[src/hdl/sllm_pkg.sv]
package sllm_pkg;

    localparam int SLOTS_DEF = 32;

    localparam int CMD_W = 2;
    localparam int POS_W = 5;
    localparam int VAL_W = 32;
    localparam int ST_W  = 2;
    localparam int LEN_W = 5;

    typedef enum logic [CMD_W-1:0] {
        CMD_INSERT   = 2'd0,
        CMD_DELETE   = 2'd1,
        CMD_TRAVERSE = 2'd2,
        CMD_NONE     = 2'd3
    } t_cmd_code;

    typedef enum logic [ST_W-1:0] {
        ST_OK    = 2'd0,
        ST_RANGE = 2'd1,
        ST_FULL  = 2'd2
    } t_status;

    typedef enum logic [4:0] {
        S_IDLE,
        S_DECODE,
        S_INS_TAKE,
        S_INS_HEAD,
        S_INS_WALK,
        S_INS_STEP,
        S_INS_LINK,
        S_INS_TIE,
        S_DEL_WALK,
        S_DEL_STEP,
        S_DEL_GETJ,
        S_DEL_RDJ,
        S_DEL_UNLINK,
        S_DEL_FREE,
        S_TRAV_RD,
        S_TRAV_EMIT,
        S_END
    } t_state;

    // link memory address sources
    typedef enum logic [1:0] {
        A_FREE,
        A_CUR,
        A_SLOT
    } t_addr_sel;

    // link memory write data sources
    typedef enum logic [1:0] {
        W_RD_LINK,
        W_LIST_HEAD,
        W_FREE_HEAD,
        W_SLOT
    } t_wdata_sel;

    typedef struct packed {
        logic       load;
        logic       rd_en;
        t_addr_sel  rd_sel;
        logic       wr_en;
        t_addr_sel  wr_sel;
        t_wdata_sel wr_data;
        logic       val_wr;
        logic       take_free;
        logic       walk_init;
        logic       trav_init;
        logic       walk_step;
        logic       j_from_head;
        logic       j_from_rd;
        logic       head_from_rd;
        logic       head_from_j;
        logic       free_from_j;
        logic       cnt_inc;
        logic       cnt_dec;
        logic       emit;
        t_status    emit_status;
        logic       emit_elem;
    } t_dp_cmd;

    typedef struct packed {
        t_cmd_code cmd;
        logic      out_free;
        logic      ins_bad;
        logic      del_bad;
        logic      free_empty;
        logic      pos_one;
        logic      walk_done;
        logic      trav_last;
        logic      count_zero;
    } t_dp_stat;

endpackage

[src/hdl/sllm_datapath.sv]
module sllm_datapath #(
    parameter int SLOTS = sllm_pkg::SLOTS_DEF
) (
    input  logic                          i_clk,
    input  logic                          i_rst_n,
    input  sllm_pkg::t_dp_cmd             i_cmd,
    output sllm_pkg::t_dp_stat            o_stat,
    input  logic [sllm_pkg::CMD_W-1:0]    i_command,
    input  logic [sllm_pkg::POS_W-1:0]    i_position,
    input  logic signed [sllm_pkg::VAL_W-1:0] i_value,
    input  logic                          i_stall,
    output logic                          o_valid,
    output logic [sllm_pkg::ST_W-1:0]     o_status,
    output logic signed [sllm_pkg::VAL_W-1:0] o_data,
    output logic                          o_data_valid,
    output logic [sllm_pkg::LEN_W-1:0]    o_length,
    output logic                          o_last
);

    localparam int IW = $clog2(SLOTS);
    localparam int NW = (IW + 1 > sllm_pkg::POS_W) ? IW + 1 : sllm_pkg::POS_W;
    localparam int LW = sllm_pkg::LEN_W;

    logic [IW-1:0]                 link_mem  [SLOTS];
    logic [sllm_pkg::VAL_W-1:0]    value_mem [SLOTS];
    logic [SLOTS-1:0]              r_link_vld;

    sllm_pkg::t_cmd_code           r_cmd;
    logic [sllm_pkg::POS_W-1:0]    r_pos;
    logic [sllm_pkg::VAL_W-1:0]    r_val;
    logic [IW-1:0]                 r_free_head;
    logic [IW-1:0]                 r_list_head;
    logic [IW-1:0]                 r_count;
    logic [IW-1:0]                 n_count;
    logic [IW-1:0]                 r_cur;
    logic [IW-1:0]                 r_slot;
    logic [NW-1:0]                 r_n;
    logic [IW-1:0]                 r_rd_link;
    logic [sllm_pkg::VAL_W-1:0]    r_rd_value;
    logic                          r_out_valid;

    logic [IW-1:0]                 rd_addr;
    logic [IW-1:0]                 wr_addr;
    logic [IW-1:0]                 wr_data;
    logic [NW-1:0]                 pos_ext;
    logic [NW-1:0]                 cnt_ext;
    logic [LW+IW-1:0]              len_wide;
    logic                          out_free;

    // free chain after reset: 1 -> 2 -> ... -> SLOTS-2 -> 0
    function automatic logic [IW-1:0] reset_link(input logic [IW-1:0] a);
        if (a != '0 && {1'b0, a} <= (IW+1)'(SLOTS - 3)) begin
            return IW'({1'b0, a} + 1'b1);
        end
        return '0;
    endfunction

    always_comb begin
        unique case (i_cmd.rd_sel)
            sllm_pkg::A_FREE: rd_addr = r_free_head;
            sllm_pkg::A_CUR:  rd_addr = r_cur;
            sllm_pkg::A_SLOT: rd_addr = r_slot;
            default:          rd_addr = r_cur;
        endcase
        unique case (i_cmd.wr_sel)
            sllm_pkg::A_FREE: wr_addr = r_free_head;
            sllm_pkg::A_CUR:  wr_addr = r_cur;
            sllm_pkg::A_SLOT: wr_addr = r_slot;
            default:          wr_addr = r_cur;
        endcase
        unique case (i_cmd.wr_data)
            sllm_pkg::W_RD_LINK:   wr_data = r_rd_link;
            sllm_pkg::W_LIST_HEAD: wr_data = r_list_head;
            sllm_pkg::W_FREE_HEAD: wr_data = r_free_head;
            sllm_pkg::W_SLOT:      wr_data = r_slot;
            default:               wr_data = r_rd_link;
        endcase
    end

    // link and value memories, registered read
    always_ff @(posedge i_clk) begin
        if (i_cmd.wr_en) begin
            link_mem[wr_addr] <= wr_data;
        end
        if (i_cmd.val_wr) begin
            value_mem[r_free_head] <= r_val;
        end
        if (i_cmd.rd_en) begin
            r_rd_link  <= r_link_vld[rd_addr] ? link_mem[rd_addr] : reset_link(rd_addr);
            r_rd_value <= value_mem[rd_addr];
        end
    end

    always_ff @(posedge i_clk) begin
        if (!i_rst_n) begin
            r_link_vld <= '0;
        end else if (i_cmd.wr_en) begin
            r_link_vld[wr_addr] <= 1'b1;
        end
    end

    always_comb begin
        n_count = r_count;
        if (i_cmd.cnt_inc) begin
            n_count = r_count + 1'b1;
        end else if (i_cmd.cnt_dec) begin
            n_count = r_count - 1'b1;
        end
    end

    always_ff @(posedge i_clk) begin
        if (!i_rst_n) begin
            r_free_head <= IW'(1);
            r_list_head <= '0;
            r_count     <= '0;
        end else begin
            if (i_cmd.take_free) begin
                r_free_head <= r_rd_link;
            end else if (i_cmd.free_from_j) begin
                r_free_head <= r_slot;
            end
            if (i_cmd.head_from_rd) begin
                r_list_head <= r_rd_link;
            end else if (i_cmd.head_from_j) begin
                r_list_head <= r_slot;
            end
            r_count <= n_count;
        end
    end

    always_ff @(posedge i_clk) begin
        if (i_cmd.load) begin
            r_cmd <= sllm_pkg::t_cmd_code'(i_command);
            r_pos <= i_position;
            r_val <= i_value;
        end
        if (i_cmd.walk_init || i_cmd.trav_init) begin
            r_cur <= r_list_head;
            r_n   <= i_cmd.walk_init ? NW'(2) : '0;
        end else if (i_cmd.walk_step) begin
            r_cur <= r_rd_link;
            r_n   <= r_n + 1'b1;
        end
        if (i_cmd.take_free) begin
            r_slot <= r_free_head;
        end else if (i_cmd.j_from_head) begin
            r_slot <= r_list_head;
        end else if (i_cmd.j_from_rd) begin
            r_slot <= r_rd_link;
        end
    end

    // result register
    assign out_free = !r_out_valid || !i_stall;
    assign len_wide = {{LW{1'b0}}, n_count};

    always_ff @(posedge i_clk) begin
        if (!i_rst_n) begin
            r_out_valid <= 1'b0;
        end else if (i_cmd.emit) begin
            r_out_valid <= 1'b1;
        end else if (!i_stall) begin
            r_out_valid <= 1'b0;
        end
    end

    always_ff @(posedge i_clk) begin
        if (i_cmd.emit) begin
            o_status     <= i_cmd.emit_status;
            o_data       <= i_cmd.emit_elem ? r_rd_value : '0;
            o_data_valid <= i_cmd.emit_elem;
            o_length     <= len_wide[LW-1:0];
            o_last       <= i_cmd.emit_elem ? o_stat.trav_last : 1'b1;
        end
    end

    assign o_valid = r_out_valid;

    assign pos_ext = NW'(r_pos);
    assign cnt_ext = NW'(r_count);

    always_comb begin
        o_stat.cmd        = r_cmd;
        o_stat.out_free   = out_free;
        o_stat.ins_bad    = (r_pos == '0) || (pos_ext > cnt_ext + 1'b1);
        o_stat.del_bad    = (r_pos == '0) || (pos_ext > cnt_ext);
        o_stat.free_empty = (r_free_head == '0);
        o_stat.pos_one    = (r_pos == sllm_pkg::POS_W'(1));
        o_stat.walk_done  = (r_n == pos_ext);
        o_stat.trav_last  = ((r_n + 1'b1) == cnt_ext);
        o_stat.count_zero = (r_count == '0);
    end

    a_count_bound: assert property (@(posedge i_clk) disable iff (!i_rst_n)
        (IW+1)'(r_count) <= (IW+1)'(SLOTS - 2))
        else $error("element count above capacity");

    a_heads_apart: assert property (@(posedge i_clk) disable iff (!i_rst_n)
        (r_free_head != r_list_head) || (r_free_head == '0))
        else $error("free chain and list share a head slot");

    a_insert_slot: assert property (@(posedge i_clk) disable iff (!i_rst_n)
        i_cmd.val_wr |-> (r_free_head != '0) && i_cmd.take_free)
        else $error("value written without a free slot taken");

endmodule

[src/hdl/sllm_ctrl.sv]
module sllm_ctrl (
    input  logic               i_clk,
    input  logic               i_rst_n,
    input  logic               i_valid,
    output logic               o_stall,
    input  sllm_pkg::t_dp_stat i_stat,
    output sllm_pkg::t_dp_cmd  o_cmd
);

    sllm_pkg::t_state r_state;
    sllm_pkg::t_state n_state;

    always_ff @(posedge i_clk) begin
        if (!i_rst_n) begin
            r_state <= sllm_pkg::S_IDLE;
        end else begin
            r_state <= n_state;
        end
    end

    assign o_stall = (r_state != sllm_pkg::S_IDLE);

    always_comb begin
        n_state = r_state;
        o_cmd   = '0;
        unique case (r_state)
            sllm_pkg::S_IDLE: begin
                if (i_valid) begin
                    o_cmd.load = 1'b1;
                    n_state    = sllm_pkg::S_DECODE;
                end
            end
            sllm_pkg::S_DECODE: begin
                unique case (i_stat.cmd)
                    sllm_pkg::CMD_INSERT: begin
                        if (i_stat.ins_bad || i_stat.free_empty) begin
                            if (i_stat.out_free) begin
                                o_cmd.emit        = 1'b1;
                                o_cmd.emit_status = i_stat.ins_bad ? sllm_pkg::ST_RANGE
                                                                   : sllm_pkg::ST_FULL;
                                n_state           = sllm_pkg::S_IDLE;
                            end
                        end else begin
                            o_cmd.rd_en  = 1'b1;
                            o_cmd.rd_sel = sllm_pkg::A_FREE;
                            n_state      = sllm_pkg::S_INS_TAKE;
                        end
                    end
                    sllm_pkg::CMD_DELETE: begin
                        if (i_stat.del_bad) begin
                            if (i_stat.out_free) begin
                                o_cmd.emit        = 1'b1;
                                o_cmd.emit_status = sllm_pkg::ST_RANGE;
                                n_state           = sllm_pkg::S_IDLE;
                            end
                        end else if (i_stat.pos_one) begin
                            o_cmd.j_from_head = 1'b1;
                            n_state           = sllm_pkg::S_DEL_RDJ;
                        end else begin
                            o_cmd.walk_init = 1'b1;
                            n_state         = sllm_pkg::S_DEL_WALK;
                        end
                    end
                    sllm_pkg::CMD_TRAVERSE: begin
                        if (!i_stat.count_zero) begin
                            o_cmd.trav_init = 1'b1;
                            n_state         = sllm_pkg::S_TRAV_RD;
                        end else if (i_stat.out_free) begin
                            o_cmd.emit        = 1'b1;
                            o_cmd.emit_status = sllm_pkg::ST_OK;
                            n_state           = sllm_pkg::S_IDLE;
                        end
                    end
                    default: begin
                        if (i_stat.out_free) begin
                            o_cmd.emit        = 1'b1;
                            o_cmd.emit_status = sllm_pkg::ST_OK;
                            n_state           = sllm_pkg::S_IDLE;
                        end
                    end
                endcase
            end
            sllm_pkg::S_INS_TAKE: begin
                o_cmd.take_free = 1'b1;
                o_cmd.val_wr    = 1'b1;
                if (i_stat.pos_one) begin
                    n_state = sllm_pkg::S_INS_HEAD;
                end else begin
                    o_cmd.walk_init = 1'b1;
                    n_state         = sllm_pkg::S_INS_WALK;
                end
            end
            sllm_pkg::S_INS_HEAD: begin
                o_cmd.wr_en       = 1'b1;
                o_cmd.wr_sel      = sllm_pkg::A_SLOT;
                o_cmd.wr_data     = sllm_pkg::W_LIST_HEAD;
                o_cmd.head_from_j = 1'b1;
                n_state           = sllm_pkg::S_END;
            end
            sllm_pkg::S_INS_WALK: begin
                o_cmd.rd_en  = 1'b1;
                o_cmd.rd_sel = sllm_pkg::A_CUR;
                n_state      = i_stat.walk_done ? sllm_pkg::S_INS_LINK : sllm_pkg::S_INS_STEP;
            end
            sllm_pkg::S_INS_STEP: begin
                o_cmd.walk_step = 1'b1;
                n_state         = sllm_pkg::S_INS_WALK;
            end
            sllm_pkg::S_INS_LINK: begin
                o_cmd.wr_en   = 1'b1;
                o_cmd.wr_sel  = sllm_pkg::A_SLOT;
                o_cmd.wr_data = sllm_pkg::W_RD_LINK;
                n_state       = sllm_pkg::S_INS_TIE;
            end
            sllm_pkg::S_INS_TIE: begin
                o_cmd.wr_en   = 1'b1;
                o_cmd.wr_sel  = sllm_pkg::A_CUR;
                o_cmd.wr_data = sllm_pkg::W_SLOT;
                n_state       = sllm_pkg::S_END;
            end
            sllm_pkg::S_DEL_WALK: begin
                o_cmd.rd_en  = 1'b1;
                o_cmd.rd_sel = sllm_pkg::A_CUR;
                n_state      = i_stat.walk_done ? sllm_pkg::S_DEL_GETJ : sllm_pkg::S_DEL_STEP;
            end
            sllm_pkg::S_DEL_STEP: begin
                o_cmd.walk_step = 1'b1;
                n_state         = sllm_pkg::S_DEL_WALK;
            end
            sllm_pkg::S_DEL_GETJ: begin
                o_cmd.j_from_rd = 1'b1;
                n_state         = sllm_pkg::S_DEL_RDJ;
            end
            sllm_pkg::S_DEL_RDJ: begin
                o_cmd.rd_en  = 1'b1;
                o_cmd.rd_sel = sllm_pkg::A_SLOT;
                n_state      = sllm_pkg::S_DEL_UNLINK;
            end
            sllm_pkg::S_DEL_UNLINK: begin
                if (i_stat.pos_one) begin
                    o_cmd.head_from_rd = 1'b1;
                end else begin
                    o_cmd.wr_en   = 1'b1;
                    o_cmd.wr_sel  = sllm_pkg::A_CUR;
                    o_cmd.wr_data = sllm_pkg::W_RD_LINK;
                end
                n_state = sllm_pkg::S_DEL_FREE;
            end
            sllm_pkg::S_DEL_FREE: begin
                o_cmd.wr_en       = 1'b1;
                o_cmd.wr_sel      = sllm_pkg::A_SLOT;
                o_cmd.wr_data     = sllm_pkg::W_FREE_HEAD;
                o_cmd.free_from_j = 1'b1;
                n_state           = sllm_pkg::S_END;
            end
            sllm_pkg::S_TRAV_RD: begin
                o_cmd.rd_en  = 1'b1;
                o_cmd.rd_sel = sllm_pkg::A_CUR;
                n_state      = sllm_pkg::S_TRAV_EMIT;
            end
            sllm_pkg::S_TRAV_EMIT: begin
                if (i_stat.out_free) begin
                    o_cmd.emit        = 1'b1;
                    o_cmd.emit_status = sllm_pkg::ST_OK;
                    o_cmd.emit_elem   = 1'b1;
                    o_cmd.walk_step   = 1'b1;
                    n_state = i_stat.trav_last ? sllm_pkg::S_IDLE : sllm_pkg::S_TRAV_RD;
                end
            end
            sllm_pkg::S_END: begin
                if (i_stat.out_free) begin
                    o_cmd.emit        = 1'b1;
                    o_cmd.emit_status = sllm_pkg::ST_OK;
                    o_cmd.cnt_inc     = (i_stat.cmd == sllm_pkg::CMD_INSERT);
                    o_cmd.cnt_dec     = (i_stat.cmd == sllm_pkg::CMD_DELETE);
                    n_state           = sllm_pkg::S_IDLE;
                end
            end
            default: begin
                n_state = sllm_pkg::S_IDLE;
            end
        endcase
    end

    a_emit_room: assert property (@(posedge i_clk) disable iff (!i_rst_n)
        o_cmd.emit |-> i_stat.out_free)
        else $error("result issued into a full output register");

    a_load_idle: assert property (@(posedge i_clk) disable iff (!i_rst_n)
        o_cmd.load |=> (r_state == sllm_pkg::S_DECODE))
        else $error("accepted beat did not reach decode");

endmodule

[src/hdl/static_linked_list_manager.sv]
// Linked list held in a slot array with a free chain of unused slots. Each input beat
// is one command: insert a value at a 1-based position, delete the element at a position,
// or traverse the list. Insert and delete give one result beat (status ok, position out of
// range, or no free slot) with the new length; traverse gives one beat per element in list
// order with last set on the final one, or a single empty beat when the list is empty.
// Command code 3 is answered like an empty traverse. Slots 1..SLOTS-2 hold elements; slot
// 0 marks the end of a chain. There is no clearing pass: the block takes commands from the
// first cycle after reset. One command is worked at a time; o_stall is high from accept
// until its last result is issued. Every link hop is a read of the link memory followed
// by a pointer update.
module static_linked_list_manager #(
    parameter int SLOTS = sllm_pkg::SLOTS_DEF
) (
    input  logic                              i_clk,
    input  logic                              i_rst_n,
    // command beats
    input  logic                              i_valid,
    output logic                              o_stall,
    input  logic [sllm_pkg::CMD_W-1:0]        i_command,
    input  logic [sllm_pkg::POS_W-1:0]        i_position,
    input  logic signed [sllm_pkg::VAL_W-1:0] i_value,
    // result beats
    output logic                              o_valid,
    input  logic                              i_stall,
    output logic [sllm_pkg::ST_W-1:0]         o_status,
    output logic signed [sllm_pkg::VAL_W-1:0] o_data,
    output logic                              o_data_valid,
    output logic [sllm_pkg::LEN_W-1:0]        o_length,
    output logic                              o_last
);

    sllm_pkg::t_dp_cmd  dp_cmd;
    sllm_pkg::t_dp_stat dp_stat;

    // sequencer: decodes the command and steps through the link walk
    sllm_ctrl u_ctrl (
        .i_clk   (i_clk),
        .i_rst_n (i_rst_n),
        .i_valid (i_valid),
        .o_stall (o_stall),
        .i_stat  (dp_stat),
        .o_cmd   (dp_cmd)
    );

    // slot memories, head pointers, element count and the result register
    sllm_datapath #(
        .SLOTS (SLOTS)
    ) u_datapath (
        .i_clk        (i_clk),
        .i_rst_n      (i_rst_n),
        .i_cmd        (dp_cmd),
        .o_stat       (dp_stat),
        .i_command    (i_command),
        .i_position   (i_position),
        .i_value      (i_value),
        .i_stall      (i_stall),
        .o_valid      (o_valid),
        .o_status     (o_status),
        .o_data       (o_data),
        .o_data_valid (o_data_valid),
        .o_length     (o_length),
        .o_last       (o_last)
    );

endmodule

[config.mk]
export PLATFORM = sky130hd
export DESIGN_NAME = static_linked_list_manager
export DESIGN_NICKNAME = d
export VERILOG_FILES = /design/src/hdl/sllm_pkg.sv /design/src/hdl/sllm_datapath.sv /design/src/hdl/sllm_ctrl.sv /design/src/hdl/static_linked_list_manager.sv
export SDC_FILE = /design/constraint.sdc
export NUM_CORES = 2
export LEC_CHECK = 0
export ABC_CLOCK_PERIOD_IN_PS = 6160
export BUFFER_PORTS_ARGS = -buffer_cell sky130_fd_sc_hd__buf_4
export CORE_MARGIN = 8
export CORE_UTILIZATION = 57
export CTS_CLUSTER_SIZE = 25
export DETAILED_ROUTE_END_ITERATION = 6
export PLACE_DENSITY = 0.88
export SYNTH_ARGS = -nofsm -noshare
export SYNTH_HDL_FRONTEND = slang
export SYNTH_SLANG_ARGS = --single-unit
[constraint.sdc]
create_clock -name i_clk -period 6.16 [get_ports i_clk]
set_input_delay 1.54 -clock i_clk [delete_from_list [all_inputs] [get_ports i_clk]]
set_output_delay 1.54 -clock i_clk [all_outputs]
set_load 0.01 [all_outputs]
==> results.ini <==
[yosys]
synth_cell_type_count = 83
synth_warnings = 0
synth.largest_area_cell = edfxtp_1
ys_top_cells_by_area = edfxtp_1, nand2_1, nand3_1
yosys.cell_count.top_type = edfxtp_1
synth_edf_count = 1317
syn_avg_cell_area_um2 = 12.8
ys_seq_elements = 1370
syn_inst = 4355
synthesis.nets = 4414
synth_top_cells_by_count = edfxtp_1, nand2_1, nand3_1
synth_ff_type = edfxtp_1
syn_area_um2 = 55600
ys_async_sr_fraction = 0
synth_top_area_share = 0.711
ys_seq_area_frac = 0.730

[cells_and_area]
area_delta_synth_final_pct = 11.4
n_fill_cell = 6081
drive_gt1_frac = 0.0956
final_cells = 5754
num-nets-final = 4428
post-route-util = 0.640

[sta]
period_minus_slack_ps = 4640
whs_ps = 465
setup-tns-final_ps = 0
finalCritPeriodShare = 0.754
hold_viol = 0
worst_pin_slew_ps = 1350
setup_violations = 0
drv_slew = 0
fmax_ghz = 0.215
rsz0062_at_grt = false
skew_ps = 35.9
relSlewSlack = 0.0954

[clocking]
cts_setup_buffers = 0
clock_sinks = 1370
cts_tree = yes
numCtsBuffers = 136
root_buffer = clkbuf_16
ctsResizeCount = 0
cts_max_path_buffers = 3
holdBufCountCts = 0
insertion_delay_ps = 760
clkTransAtPathRegs_ps = 60
cts_htree_levels = 4

[die]
die_h_um = 328
num_rows = 114
ios = 86
start_util = 0.575
coreArea_um2 = 96700
die_w_um = 328
die-area_um2 = 108000

[critical_path]
worstPathCellList = nor2b_1 -> mux2_2 -> a211oi_2 -> nor2_4 -> buf_12 -> buf_4 -> nand2_1 -> nand3_1 -> nand3_1 -> o21ai_1 -> a21oi_1 -> o21ai_1
worst_ep_required_time_ps = 6740
path_max_fanout = 180
cp-start-kind = flop
timing.critical_path.to_type = flop
critPathMaxStageDelay_ps = 820
slowest_stage = dfxtp_1
worstPathArrival_ps = 5220
critPathKind = flop to flop

[route]
viasPerCell = 6.73
final_antenna_net_count = 0
drc_errors = 0
wl_per_cell_um = 26.7
drt_iter0_markers = 7904
vias = 38700
wirelength_mm = 154
drt-pass1-iter-count = 7

[power_and_ir_drop]
vdd_drop_max_mv = 0.279
p_clk_frac = 0.401
p_per_area_nw_per_um2 = 332
p_int_mw = 15.6
power.share.sequential = 0.519
pwr-share-comb = 0.081
power_switching_share = 0.242
switching_power_mw = 4.97
power.leakage_nw = 21.0

[run_status]
status = completed

[place]
dp_cells = 5507
place.gp.congestion = 0.867
io_buffer_count = 85
hpwlAfterDp_mm = 79.7

[global_routing]
track_usage = 0.275
grt_pass1_vias = 37900
grt_overflow_total = 0
grt_max_degree = 193
antenna_found_initial = 5
grt_pass1_wl_mm = 226

[flow_run]
drv_cap = 0

[min_path]
hold_path.class = flop to flop

## cells by family (layout without fill, tap and decap cells)
kind of cell               after synthesis  in the layout  share of synthesized area
AOI/OAI and AO/OA                      440            440                     0.0528
xor gates and xnor gates                26             26                    0.00423
adders and majority gates               16             16                    0.00360
buffers and inverters                  296            417                     0.0241
DFF                                   1370           1370                      0.730
muxes                                  116            116                     0.0214
other                                    0              2                          0
and+or+nand+nor                       2091           2091                      0.163
## flip-flops by register name, summed over array words and instances, names as in the netlist, 6 cells and up
signal                 flops
u_datapath.value_mem    1024
u_datapath.link_mem      160
u_datapath.r_rd_value     32
u_datapath.r_link_vld     32
u_datapath.r_val          32
u_datapath.r_n             6
u_datapath.o_data         32
## metrics by stage
| stage | total power, mW | worst slack [ps] | area [um2] |
|---|---|---|---|
| 6_report | 20.6 | 1520 | 61900 |
| 5_1_grt | 21.0 | 1370 | 61900 |
| 4_1_cts | 20.5 | 1740 | 61900 |
| 3_5_place_dp | 12.4 | 1850 | 57500 |
| 3_3_place_gp | 12.3 | 1930 | 57500 |
| 2_1_floorplan | 11.8 | 297 | 55600 |
## cell type report
| type | count | area (um2) | share of cell area |
|---|---|---|---|
| well taps | 1276 | 1600 | 0.0258 |
| inverters | 18 | 87.6 | 0.00141 |
| diodes | 2 | 5.00 | 0.0000808 |
| multi-input cells | 2689 | 14000 | 0.226 |
| repair buffers | 154 | 1240 | 0.0201 |
| clock inverters | 71 | 743 | 0.0120 |
| flip-flops and latches | 1370 | 40600 | 0.656 |
| clock buffers | 174 | 3650 | 0.0590 |
## routing by layer
metal | share of wire | track usage | up-vias
met5 | 0.00018 | 0 | -
met4 | 0.064 | 0.165 | 4
met3 | 0.15 | 0.0767 | 842
met2 | 0.46 | 0.432 | 3823
met1 | 0.33 | 0.341 | 18100
li1 | - | - | 15900
## cell usage in the layout, fill, tap and decap left out, drive strengths merged, types with 47 or more instances in the layout
cell type,n
o21ai,126
mux2i,105
nor2,158
clkinv,47
buf,154
clkbuf,174
nand2,1123
a21oi,60
edfxtp,1317
dfxtp,53
nand3,684
## critical path, delay by kind of cell, from the launching register on
family	cells	cell delay [ps]
compound gates	4	720
buf+inv	2	1250
flops	1	820
mux	1	300
simple gates	5	1000
## final timing paths
kind / startpoint / to / slack [ps] / cells after the start
worst max register to register: u_ctrl.r_state[1] / u_datapath.r_rd_value[4] / 1520 / 12
worst min-delay path: u_datapath.r_link_vld[16] / u_datapath.r_link_vld[16] / 460 / 1
worst min register to register: u_datapath.r_link_vld[16] / u_datapath.r_link_vld[16] / 460 / 1
worst max-delay path: u_ctrl.r_state[1] / u_datapath.r_rd_value[4] / 1520 / 12
## power by group through the flow
stage	logic [mW]	clock network, mW	registers (mW)
4_1_cts	1.61	8.22	10.6
6_report	1.66	8.23	10.7
5_1_grt	1.76	8.56	10.7
3_3_place_gp	1.50	0	10.8
3_5_place_dp	1.56	0	10.8
2_1_floorplan	1.08	0	10.7
No activity file was read; power rests on OpenSTA's default activity.
